===== src/wmsh_pkg.sv =====
// Shared types, constants and mixing functions for the word-mix string hash.
package wmsh_pkg;

    localparam int WORD_W = 64;
    localparam int HALF_W = 32;
    localparam int CNT_W  = 4;

    // Mix multiplier 0x9999999999999999; both 32-bit halves are equal.
    localparam logic [HALF_W-1:0] MULT_HALF = 32'h9999_9999;
    localparam logic [CNT_W-1:0]  FULL_BYTES = 4'd8;

    // One classified item queued between front and back.
    typedef struct packed {
        logic [WORD_W-1:0] pre_mix; // word after tail shift and rotate-xor
        logic              first;
        logic              last;
        logic              empty;   // empty string marker
    } t_item;

    typedef enum logic [4:0] {
        S_IDLE = 5'b00001,
        S_MUL  = 5'b00010,
        S_ACC  = 5'b00100,
        S_FMUL = 5'b01000,
        S_FFIN = 5'b10000
    } t_state;

    // a ^ rotl(a,21) ^ rotr(a,21)
    function automatic logic [WORD_W-1:0] f_rot_xor(input logic [WORD_W-1:0] a);
        return a ^ {a[42:0], a[63:43]} ^ {a[20:0], a[63:21]};
    endfunction

    // Shift-xor applied to the running hash.
    function automatic logic [WORD_W-1:0] f_state_mix(input logic [WORD_W-1:0] a);
        logic [WORD_W-1:0] t;
        t = a ^ (a >> 7);
        return t ^ (t << 9);
    endfunction

    function automatic logic [WORD_W-1:0] f_byte_swap(input logic [WORD_W-1:0] a);
        logic [WORD_W-1:0] r;
        for (int i = 0; i < 8; i++) begin
            r[8*i +: 8] = a[8*(7-i) +: 8];
        end
        return r;
    endfunction

endpackage


===== src/wmsh_front.sv =====
// Front end: applies tail shift and rotate-xor, classifies the item for the queue.
module wmsh_front
    import wmsh_pkg::*;
(
    input  logic [WORD_W-1:0] i_word,
    input  logic [CNT_W-1:0]  i_count,
    input  logic              i_first,
    input  logic              i_last,
    output t_item             o_item
);

    logic [CNT_W-1:0]  w_k;
    logic [5:0]        w_shift;
    logic [WORD_W-1:0] w_word;
    logic              w_empty;

    always_comb begin
        // counts above eight saturate; non-first words are never shifted
        if (!i_first || i_count > FULL_BYTES) begin
            w_k = FULL_BYTES;
        end else begin
            w_k = i_count;
        end
        w_empty = i_first && (i_count == '0);
        w_shift = (w_k == '0) ? 6'd0 : {3'(FULL_BYTES - w_k), 3'b000};
        w_word  = i_word >> w_shift;

        o_item.pre_mix = f_rot_xor(w_word);
        o_item.first   = i_first;
        o_item.last    = i_last;
        o_item.empty   = w_empty;
    end

endmodule


===== src/wmsh_fifo.sv =====
// Short item queue between the front end and the mixing back end.
module wmsh_fifo
    import wmsh_pkg::*;
#(
    parameter int DEPTH = 2
) (
    input  logic  i_clk,
    input  logic  i_rst_n,
    input  logic  i_push,
    input  t_item i_item,
    input  logic  i_pop,
    output t_item o_item,
    output logic  o_full,
    output logic  o_empty
);

    localparam int AW = (DEPTH > 1) ? $clog2(DEPTH) : 1;
    localparam int CW = $clog2(DEPTH + 1);

    t_item          r_mem [DEPTH];
    logic [AW-1:0]  r_wr_ptr, r_rd_ptr;
    logic [CW-1:0]  r_count;

    assign o_full  = (r_count == CW'(DEPTH));
    assign o_empty = (r_count == '0);
    assign o_item  = r_mem[r_rd_ptr];

    always_ff @(posedge i_clk) begin
        if (i_push) begin
            r_mem[r_wr_ptr] <= i_item;
        end
    end

    always_ff @(posedge i_clk) begin
        if (!i_rst_n) begin
            r_wr_ptr <= '0;
            r_rd_ptr <= '0;
            r_count  <= '0;
        end else begin
            if (i_push) begin
                r_wr_ptr <= (r_wr_ptr == AW'(DEPTH - 1)) ? '0 : r_wr_ptr + 1'b1;
            end
            if (i_pop) begin
                r_rd_ptr <= (r_rd_ptr == AW'(DEPTH - 1)) ? '0 : r_rd_ptr + 1'b1;
            end
            case ({i_push, i_pop})
                2'b10:   r_count <= r_count + 1'b1;
                2'b01:   r_count <= r_count - 1'b1;
                default: r_count <= r_count;
            endcase
        end
    end

`ifndef SYNTHESIS
    a_no_overflow: assert property (@(posedge i_clk) disable iff (!i_rst_n)
        i_push && !i_pop |=> r_count != '0)
        else $error("queue count wrapped on push");
    a_no_underflow: assert property (@(posedge i_clk) disable iff (!i_rst_n)
        i_pop |-> !o_empty)
        else $error("queue popped while empty");
`endif

endmodule


===== src/wmsh_back.sv =====
// Back end: shared split multiplier, running hash update, finalize and output register.
module wmsh_back
    import wmsh_pkg::*;
(
    input  logic              i_clk,
    input  logic              i_rst_n,
    input  t_item             i_item,
    input  logic              i_avail,
    output logic              o_pop,
    output logic              o_valid,
    input  logic              i_ready,
    output logic [WORD_W-1:0] o_hash
);

    t_state            r_state, n_state;
    t_item             r_cur;
    logic [WORD_W-1:0] r_mop, n_mop;
    logic [WORD_W-1:0] r_plo;
    logic [HALF_W-1:0] r_px;
    logic [WORD_W-1:0] r_hash, n_hash;
    logic              r_zero, n_zero;
    logic              r_out_valid, n_out_valid;
    logic [WORD_W-1:0] r_out_data, n_out_data;

    logic [HALF_W-1:0] w_sum;
    logic [WORD_W-1:0] w_plo;
    logic [HALF_W-1:0] w_px;
    logic [WORD_W-1:0] w_prod;
    logic              w_out_free;

    // x * C mod 2^64 with equal halves of C: lo*Ch + ((lo+hi)*Ch << 32)
    assign w_sum  = r_mop[HALF_W-1:0] + r_mop[WORD_W-1:HALF_W];
    assign w_plo  = WORD_W'(r_mop[HALF_W-1:0]) * WORD_W'(MULT_HALF);
    assign w_px   = HALF_W'(w_sum * MULT_HALF);
    assign w_prod = r_plo + {r_px, {HALF_W{1'b0}}};

    assign w_out_free = !r_out_valid || i_ready;
    assign o_pop      = (r_state == S_IDLE) && i_avail;
    assign o_valid    = r_out_valid;
    assign o_hash     = r_out_data;

    always_comb begin
        n_state     = r_state;
        n_mop       = r_mop;
        n_hash      = r_hash;
        n_zero      = r_zero;
        n_out_valid = r_out_valid && !i_ready;
        n_out_data  = r_out_data;
        case (r_state)
            S_IDLE: begin
                if (i_avail) begin
                    n_mop   = i_item.pre_mix;
                    n_state = S_MUL;
                end
            end
            S_MUL: begin
                n_state = S_ACC;
            end
            S_ACC: begin
                if (r_cur.empty) begin
                    n_hash = '0;
                end else if (r_cur.first) begin
                    n_hash = w_prod;
                end else begin
                    n_hash = f_state_mix(r_hash) + w_prod;
                end
                if (r_cur.last) begin
                    n_zero  = r_cur.empty;
                    n_mop   = f_byte_swap(n_hash);
                    n_state = S_FMUL;
                end else begin
                    n_state = S_IDLE;
                end
            end
            S_FMUL: begin
                n_state = S_FFIN;
            end
            S_FFIN: begin
                if (w_out_free) begin
                    n_out_valid = 1'b1;
                    n_out_data  = r_zero ? '0 : w_prod;
                    n_state     = S_IDLE;
                end
            end
            default: begin
                n_state = S_IDLE;
            end
        endcase
    end

    always_ff @(posedge i_clk) begin
        if (!i_rst_n) begin
            r_state     <= S_IDLE;
            r_hash      <= '0;
            r_out_valid <= 1'b0;
        end else begin
            r_state     <= n_state;
            r_hash      <= n_hash;
            r_out_valid <= n_out_valid;
        end
    end

    always_ff @(posedge i_clk) begin
        if (o_pop) begin
            r_cur <= i_item;
        end
        r_mop      <= n_mop;
        r_plo      <= w_plo;
        r_px       <= w_px;
        r_zero     <= n_zero;
        r_out_data <= n_out_data;
    end

`ifndef SYNTHESIS
    a_fmul_after_acc: assert property (@(posedge i_clk) disable iff (!i_rst_n)
        r_state == S_FMUL |-> $past(r_state) == S_ACC)
        else $error("finalize multiply entered out of sequence");
    a_out_from_ffin: assert property (@(posedge i_clk) disable iff (!i_rst_n)
        $rose(r_out_valid) |-> $past(r_state) == S_FFIN)
        else $error("result loaded outside finalize");
    a_acc_hash_kept: assert property (@(posedge i_clk) disable iff (!i_rst_n)
        (r_state == S_MUL || r_state == S_FMUL) |=> $stable(r_hash))
        else $error("running hash changed outside accumulate");
`endif

endmodule


===== src/word_mix_string_hash.sv =====
// Top level of the word-mix string hash: front end, item queue and mixing back end.
//
// Usage: software streams a string as 64-bit little-endian words from its end
// toward its start. Slave item: tdata[63:0] data word, tdata[67:64] tail byte
// count (first item only, 0 = empty string), tuser = first item of a string,
// tlast = word at the string's start. The block answers each tlast item with
// one 64-bit hash on the master channel (0 for the empty string).
// The front end shifts and rotate-xors the word and queues it; the back end
// owns one split multiplier (two 32x32 products) that serves both the word
// mix and the final mix, so an item occupies it through states S_MUL and
// S_ACC, and a tlast item also through S_FMUL and S_FFIN. The back end pops
// a new item only in S_IDLE, after the running-hash update of the last one.
// In S_FFIN the result is loaded into the output register that drives tvalid.
// The queue lets the slave side accept up to QUEUE_DEPTH items ahead of the back
// end. When the receiver stalls, the result waits in the output register and
// the back end keeps working until it reaches the next finalize step.
// Reset (synchronous, active low) clears the running hash to zero, empties the
// queue and drops any pending result.
module word_mix_string_hash
    import wmsh_pkg::*;
#(
    parameter int QUEUE_DEPTH = 2
) (
    input  logic        i_clk,
    input  logic        i_rst_n,
    input  logic        s_axis_tvalid,
    output logic        s_axis_tready,
    input  logic [71:0] s_axis_tdata,   // [63:0] data_word, [67:64] valid_bytes, rest 0
    input  logic        s_axis_tuser,   // [0] is_first
    input  logic        s_axis_tlast,   // is_last
    output logic        m_axis_tvalid,
    input  logic        m_axis_tready,
    output logic [63:0] m_axis_tdata    // [63:0] hash_value
);

    t_item w_front_item;
    t_item w_queue_item;
    logic  w_push;
    logic  w_pop;
    logic  w_full;
    logic  w_empty;

    assign s_axis_tready = !w_full;
    assign w_push        = s_axis_tvalid && !w_full;

    wmsh_front u_front (
        .i_word  (s_axis_tdata[WORD_W-1:0]),
        .i_count (s_axis_tdata[WORD_W +: CNT_W]),
        .i_first (s_axis_tuser),
        .i_last  (s_axis_tlast),
        .o_item  (w_front_item)
    );

    wmsh_fifo #(
        .DEPTH (QUEUE_DEPTH)
    ) u_fifo (
        .i_clk   (i_clk),
        .i_rst_n (i_rst_n),
        .i_push  (w_push),
        .i_item  (w_front_item),
        .i_pop   (w_pop),
        .o_item  (w_queue_item),
        .o_full  (w_full),
        .o_empty (w_empty)
    );

    wmsh_back u_back (
        .i_clk   (i_clk),
        .i_rst_n (i_rst_n),
        .i_item  (w_queue_item),
        .i_avail (!w_empty),
        .o_pop   (w_pop),
        .o_valid (m_axis_tvalid),
        .i_ready (m_axis_tready),
        .o_hash  (m_axis_tdata)
    );

endmodule

===== config.mk =====
export PLATFORM = sky130hd
export DESIGN_NAME = word_mix_string_hash
export DESIGN_NICKNAME = d
export VERILOG_FILES = /design/src/wmsh_pkg.sv /design/src/wmsh_front.sv /design/src/wmsh_fifo.sv /design/src/wmsh_back.sv /design/src/word_mix_string_hash.sv
export SDC_FILE = /design/constraint.sdc
export NUM_CORES = 2
export LEC_CHECK = 0
export BUFFER_PORTS_ARGS = -buffer_cell sky130_fd_sc_hd__buf_2
export CELL_PAD_IN_SITES_DETAIL_PLACEMENT = 2
export CELL_PAD_IN_SITES_GLOBAL_PLACEMENT = 2
export CORE_MARGIN = 2
export CORE_UTILIZATION = 45
export CTS_BUF_LIST = sky130_fd_sc_hd__clkbuf_16
export CTS_CLUSTER_SIZE = 30
export DETAILED_ROUTE_END_ITERATION = 8
export PLACE_DENSITY = 0.88
export SLEW_MARGIN = 20
export SYNTH_ARGS = -nofsm -noshare
export SYNTH_HDL_FRONTEND = slang
export SYNTH_SLANG_ARGS = --single-unit

===== constraint.sdc =====
create_clock -name i_clk -period 13.9 [get_ports i_clk]
set_input_delay 2.085 -clock i_clk [delete_from_list [all_inputs] [get_ports i_clk]]
set_output_delay 2.085 -clock i_clk [all_outputs]
set_load 0.03 [all_outputs]

After elaboration in Yosys (flattened, before gate mapping)
Memories as Yosys holds them, arrays and structs flattened. A register that Yosys moved wholly into a read port is not among the register bits. Index checks and enable logic that the tools add are counted.

$mul: 2. Reduce and logical (&&, ||, !) cells: 20. Div/mod/pow operators: 0. Bitwise operators: 4. Add/subtract/negate cells: 8. Equal/unequal tests: 11. Magnitude comparators: 1. Muxes and demuxes: 20. Shifts and indexed selects: 1.

Operators with widths (number): $mux 64 (4); $xor 64x64->64 (3); $add 64x64->64 (2); $pmux 64 s2 (1); $mul 32x32->64 const B (1); $shr 64x6->64 (1); $xor 64x57->64 (1); $add 32x32->32 (1); $mul 32x32->32 const B (1); $pmux 5 s5 (1); $mux 5 (2); $logic_not 4->1 (2); $mux 1 (8); $mux 4 (2); $mux 6 (1); $reduce_and 2->1 (3); $eq 5x1->1 const B (1); $eq 5x2->1 const B (1); $eq 5x3->1 const B (1); $eq 5x4->1 const B (1); $eq 5x5->1 const B (1); $logic_not 1->1 (5); $eq 2x2->1 const B (2); $gt 4x4->1 const B (1); other kinds (13) (20).

Register bits after elaboration: 302. Memory bits (read-only): 0. RAM bits: 134. Output and inout bits: 66. Bits in latches: 0. Word-level logic and storage cells: 82. Memories: 1. Input bits: 78.

Memories: u_fifo.r_mem (words 2, width 67, read ports 1, clocked after memory_dff 1, write ports 1, RTL line wmsh_fifo.sv:20) `t_item r_mem [DEPTH];`.

Logic depth before layout (Yosys ltp)
Depth in word-level cells: 8. Gate-level depth with buffers: 36. Gate-level depth less buffers: 36.

Hierarchy
From an unflattened synthesis, not the netlist that was laid out.

Cell total of the unflattened synthesis: 5182. Area, all modules: 50649.8 sq um.

Modules (own cells, without submodules): wmsh_back (area an instance 42122.9 sq um, cells an instance 4490, instances 1); wmsh_fifo (area an instance 5039.8 sq um, cells an instance 230, instances 1); wmsh_front (area an instance 3473.3 sq um, cells an instance 459, instances 1); word_mix_string_hash (area an instance 13.8 sq um, cells an instance 3, instances 1).

Least setup slack after synthesis
No wires, ideal clock.

Path type: reg-to-reg. Start point: register u_back.r_mop[0]. End point: register u_back.r_px[31]. Path buffers: 0. Stages on the path, launching flop included: 37. Data arrival time: 8442 ps. Setup slack: 5329 ps. Setup time: 130 ps. Data required time: 13770 ps. Cell sequence: edfxtp_1 -> ha_1 -> inv_1 -> fa_1 -> nor2b_4 -> o31a_1 -> o311a_4 -> o21ai_4 -> o21ai_0 -> a21oi_1 -> o21bai_1 -> a21oi_1 -> xnor2_1 -> ha_1 -> inv_1 -> fa_1 -> inv_1 -> fa_1 -> inv_1 -> fa_1 -> inv_1 -> fa_1 -> inv_1 -> fa_1 -> inv_1 -> fa_1 -> inv_1 -> fa_1 -> xnor2_1 -> xnor2_1 -> xnor2_1 -> xnor2_1 -> xnor2_1 -> xnor2_1 -> xnor3_1 -> xnor2_1 -> xnor3_1.

Word-level cells in the longest chain between the ends: 2.

RTL lines: start: declaration (RTL line wmsh_back.sv:17) `logic [WORD_W-1:0] r_mop, n_mop;`; start signal: assignment (RTL line wmsh_back.sv:107) `r_mop <= n_mop;`; $add 32x32->32 (RTL line wmsh_back.sv:32) `assign w_sum = r_mop[HALF_W-1:0] + r_mop[WORD_W-1:HALF_W];`; $mul 32x32->32 (RTL line wmsh_back.sv:34) `assign w_px = HALF_W'(w_sum * MULT_HALF);`; named net u_back.w_px[31] (RTL line wmsh_back.sv:27) `logic [HALF_W-1:0] w_px;`; end signal: assignment (RTL line wmsh_back.sv:109) `r_px <= w_px;`; end: declaration (RTL line wmsh_back.sv:19) `logic [HALF_W-1:0] r_px;`.

The timed path passes the listed nets, and every way through them passes these cells. A chain may end at the register's enable or synchronous reset.

Worst setup path in the final report
Start point: register u_back.r_mop[7]. End point: register u_back.r_px[31].

Same word-level chain as after synthesis.

==> metrics.txt <==
CP max stage cell=fa_1; die area=approximately 0.11 mm2; flops & latches, synth=~440; largest family of logic cells by synthesized area=adder cells; 1st-iter DRT viols=around 4400; Min-Delay Path Depth=2; Setup crit start kind=flop; vias in the first global route=just under 50000; Pre-antenna DRT Iters=6; Min-Delay Startpoint=u_back.r_hash[6]; cts hold-fix bufs=0; Clock Latency Late Sink=about 0.68 ns; endpoints failing setup=0; simple-gate share of the synthesized area=7.27%; Slew headroom=a little under an eighth; Syn. warnings=0; post-synthesis mux area share=under 10%; most frequent cell after synthesis=inv_1; async set-reset flop share out of synthesis=0%; Synth Area in Adders=~38%; Worst Hold Class=reg2reg; top cells by area, synth=fa_1 (22%), edfxtp_1 (16%), ha_1 (15%), inv_1 (7.5%), dfxtp_1 (7.0%); register area share after synthesis=23.2%; post-synth top area cell=fa_1; Detailed Place HPWL=between 150000 and 200000 um; first-pass GRT wire length=351000 um; Die Y=roughly 330 um; CTS tree=built; GRT overflow=0; CTS Buf Count=48; H-tree lvl count=2; row count=roughly 120; antenna viol nets, final=0; maxcap violations=0; Cell variety after synth=91; # IOs=144; critical path class=reg2reg; Max Fclk=approximately 0.089 GHz; Final Hold Fails=0; Resize count post-CTS=0; XOR/XNOR Fraction of Synth Area=under 10%; IO buf count=139; r2r endpoint=u_back.r_px[31]; cell area after synthesis=0.0491 mm2; largest net degree at the start of global routing=84; Primary FF master, synth=edfxtp_1; CP Data Arrival Time=about 12 ns; Yosys top cell area share=22.5%; r2r startpoint=u_back.r_mop[7]; crit path max fanout=6; Vias/cell=6.49; P&R area growth vs syn=8.01%; Vias=42500; Post-Layout Inst Area=between 0.05 and 0.06 mm2; Largest stage delay, worst path=just over 0.8 ns; status=complete, no violations; All-Layer GR Usage=between 40% and 50%; proportion of layout cells with a drive suffix above 1=~6.1%; worst reg2reg setup slack=2.70 ns; routability cong.=roughly 0.94; DP Area=between 0.05 and 0.06 mm2; # nets final=6316; WP data required=14.43 ns; Worst-path clk slew=0.07 ns; Avg Cell Area, Syn=9.86 um2; die width=between 300 and 400 um; WL final=247000 um; clock root cell=clkbuf_16; layout filler cell count=roughly 11000; EDFF count, synth=roughly 270; # DRC=0; Crit. End Element=flop; drt wl/cell=37.8 um; minimum clock period=11.20 ns; measured slew at the worst slew-check pin=1.33 ns; Final TNS setup=0 ns; Post-CTS Setup Bufs=0; RSZ-0062 raised after global routing=false; Max Root-Sink Buffers=3; Worst Hold End=u_back.r_hash[6]; TritonCTS Sinks=437; Worst Skew=around 0.058 ns; area of the core=0.109 mm2; most used cell along the critical path=xnor2_1; Starting Density=approximately 45%; synthesized instance count=4982; synth cell count leaders=inv_1 (986), ha_1 (597), fa_1 (551); complex-gate fraction of the synthesized area=between 10% and 20%; fin. max-slew vios=0; Final period util=between 80% and 90%; Worst R2R Path Depth=32; initial antenna violation count=28; syn_nets=between 6000 and 7000
-- layer usage --
metal | GRT usage, % | up-vias | routed length, um
met1 | 47.5 | 21600 | 83900
met2 | 70.9 | 2934 | 114000
met5 | 0 | - | 138
met3 | 11.2 | 1350 | 22400
met4 | 37.6 | 22 | 27000
li1 | - | 16600 | -
-- sequential cells by signal, indices dropped and copies added, names as in the netlist, named ones only --
register and count:
u_fifo.r_mem 134, u_back.o_hash 64, u_back.r_hash 64, u_back.r_mop 64, u_back.r_plo 64, u_back.r_px 32
u_back.r_state 5, u_back.r_cur 3, u_fifo.r_count 2, u_back.o_valid 1, u_back.r_zero 1, u_fifo.r_rd_ptr 1
u_fifo.r_wr_ptr 1
-- critical path, delay by kind of cell (launching register included) --
kind / cells / cell delay, ns
xor+xnor: 10 / 2.41
buf+inv: 5 / 0.48
compound gates: 6 / 1.82
flops: 1 / 0.80
fa+ha+maj: 9 / 4.82
simple gates: 2 / 0.71
-- placed cells by master (no fill, tap or decap), types with 10 or more instances in the layout --
cell type	n
nand4_1	26
clkbuf_16	50
a22oi_1	19
and2_1	21
a21o_1	153
nor2b_1	69
nor3_1	27
nand2_1	242
dfxtp_1	170
mux2i_1	133
edfxtp_1	266
o21bai_1	43
o21a_1	33
or3_1	13
a211oi_1	38
nor2_1	186
xor2_1	145
a31oi_1	28
o21ai_1	17
xnor2_1	318
buf_4	43
o211ai_1	17
buf_2	139
o21ai_0	189
fa_1	551
a21oi_1	281
and3_1	44
mux2_2	10
inv_1	999
nand3_1	45
nand2b_1	19
o22ai_1	14
a221oi_1	11
ha_1	596
-- worst max path at each step --
stage	start	end
2_1_floorplan	u_back.r_mop[0]	u_back.r_px[31]
3_3_place_gp	u_back.r_mop[0]	u_back.r_px[31]
3_5_place_dp	u_back.r_mop[9]	u_back.r_px[31]
4_1_cts	u_back.r_mop[9]	u_back.r_px[31]
5_1_grt	u_back.r_mop[7]	u_back.r_px[31]
6_report	u_back.r_mop[7]	u_back.r_px[31]
-- cell families after synthesis --
| group | after synthesis |
|---|---|
| muxes | 144 |
| DFF | 437 |
| AOI/OAI and AO/OA | 925 |
| and+or+nand+nor | 745 |
| buffers and inverters | 1114 |
| xor gates and xnor gates | 469 |
| adders and majority gates | 1148 |
-- metrics by stage --
step / worst slack, ns / cells / hold slack [ns] / util [%]
final: 2.70 / 6552 / 0.516 / 48.9
after CTS: 3.35 / 6542 / 0.515 / 48.8
after detailed placement: 3.86 / 6452 / 0.470 / 47.4
after global placement: 4.50 / 6452 / 0.454 / 47.4
after floorplan: 5.33 / 4982 / 0.448 / -
after global routing: 2.69 / 6544 / 0.523 / 48.9
-- layout make-up --
class,instances,area [um2],area share [%]
diodes,8,20.0,0.0377
clock buffers,50,1250,2.36
clock inverters,40,267,0.502
inverters,990,3720,7.00
multi-input cells,3431,33600,63.3
flip-flops and latches,437,11400,21.5
well taps,1414,1770,3.33
repair buffers,182,1020,1.92
Power is not shown: default switching activity piles up to over one toggle a cycle in this logic, so the estimate is an artifact.
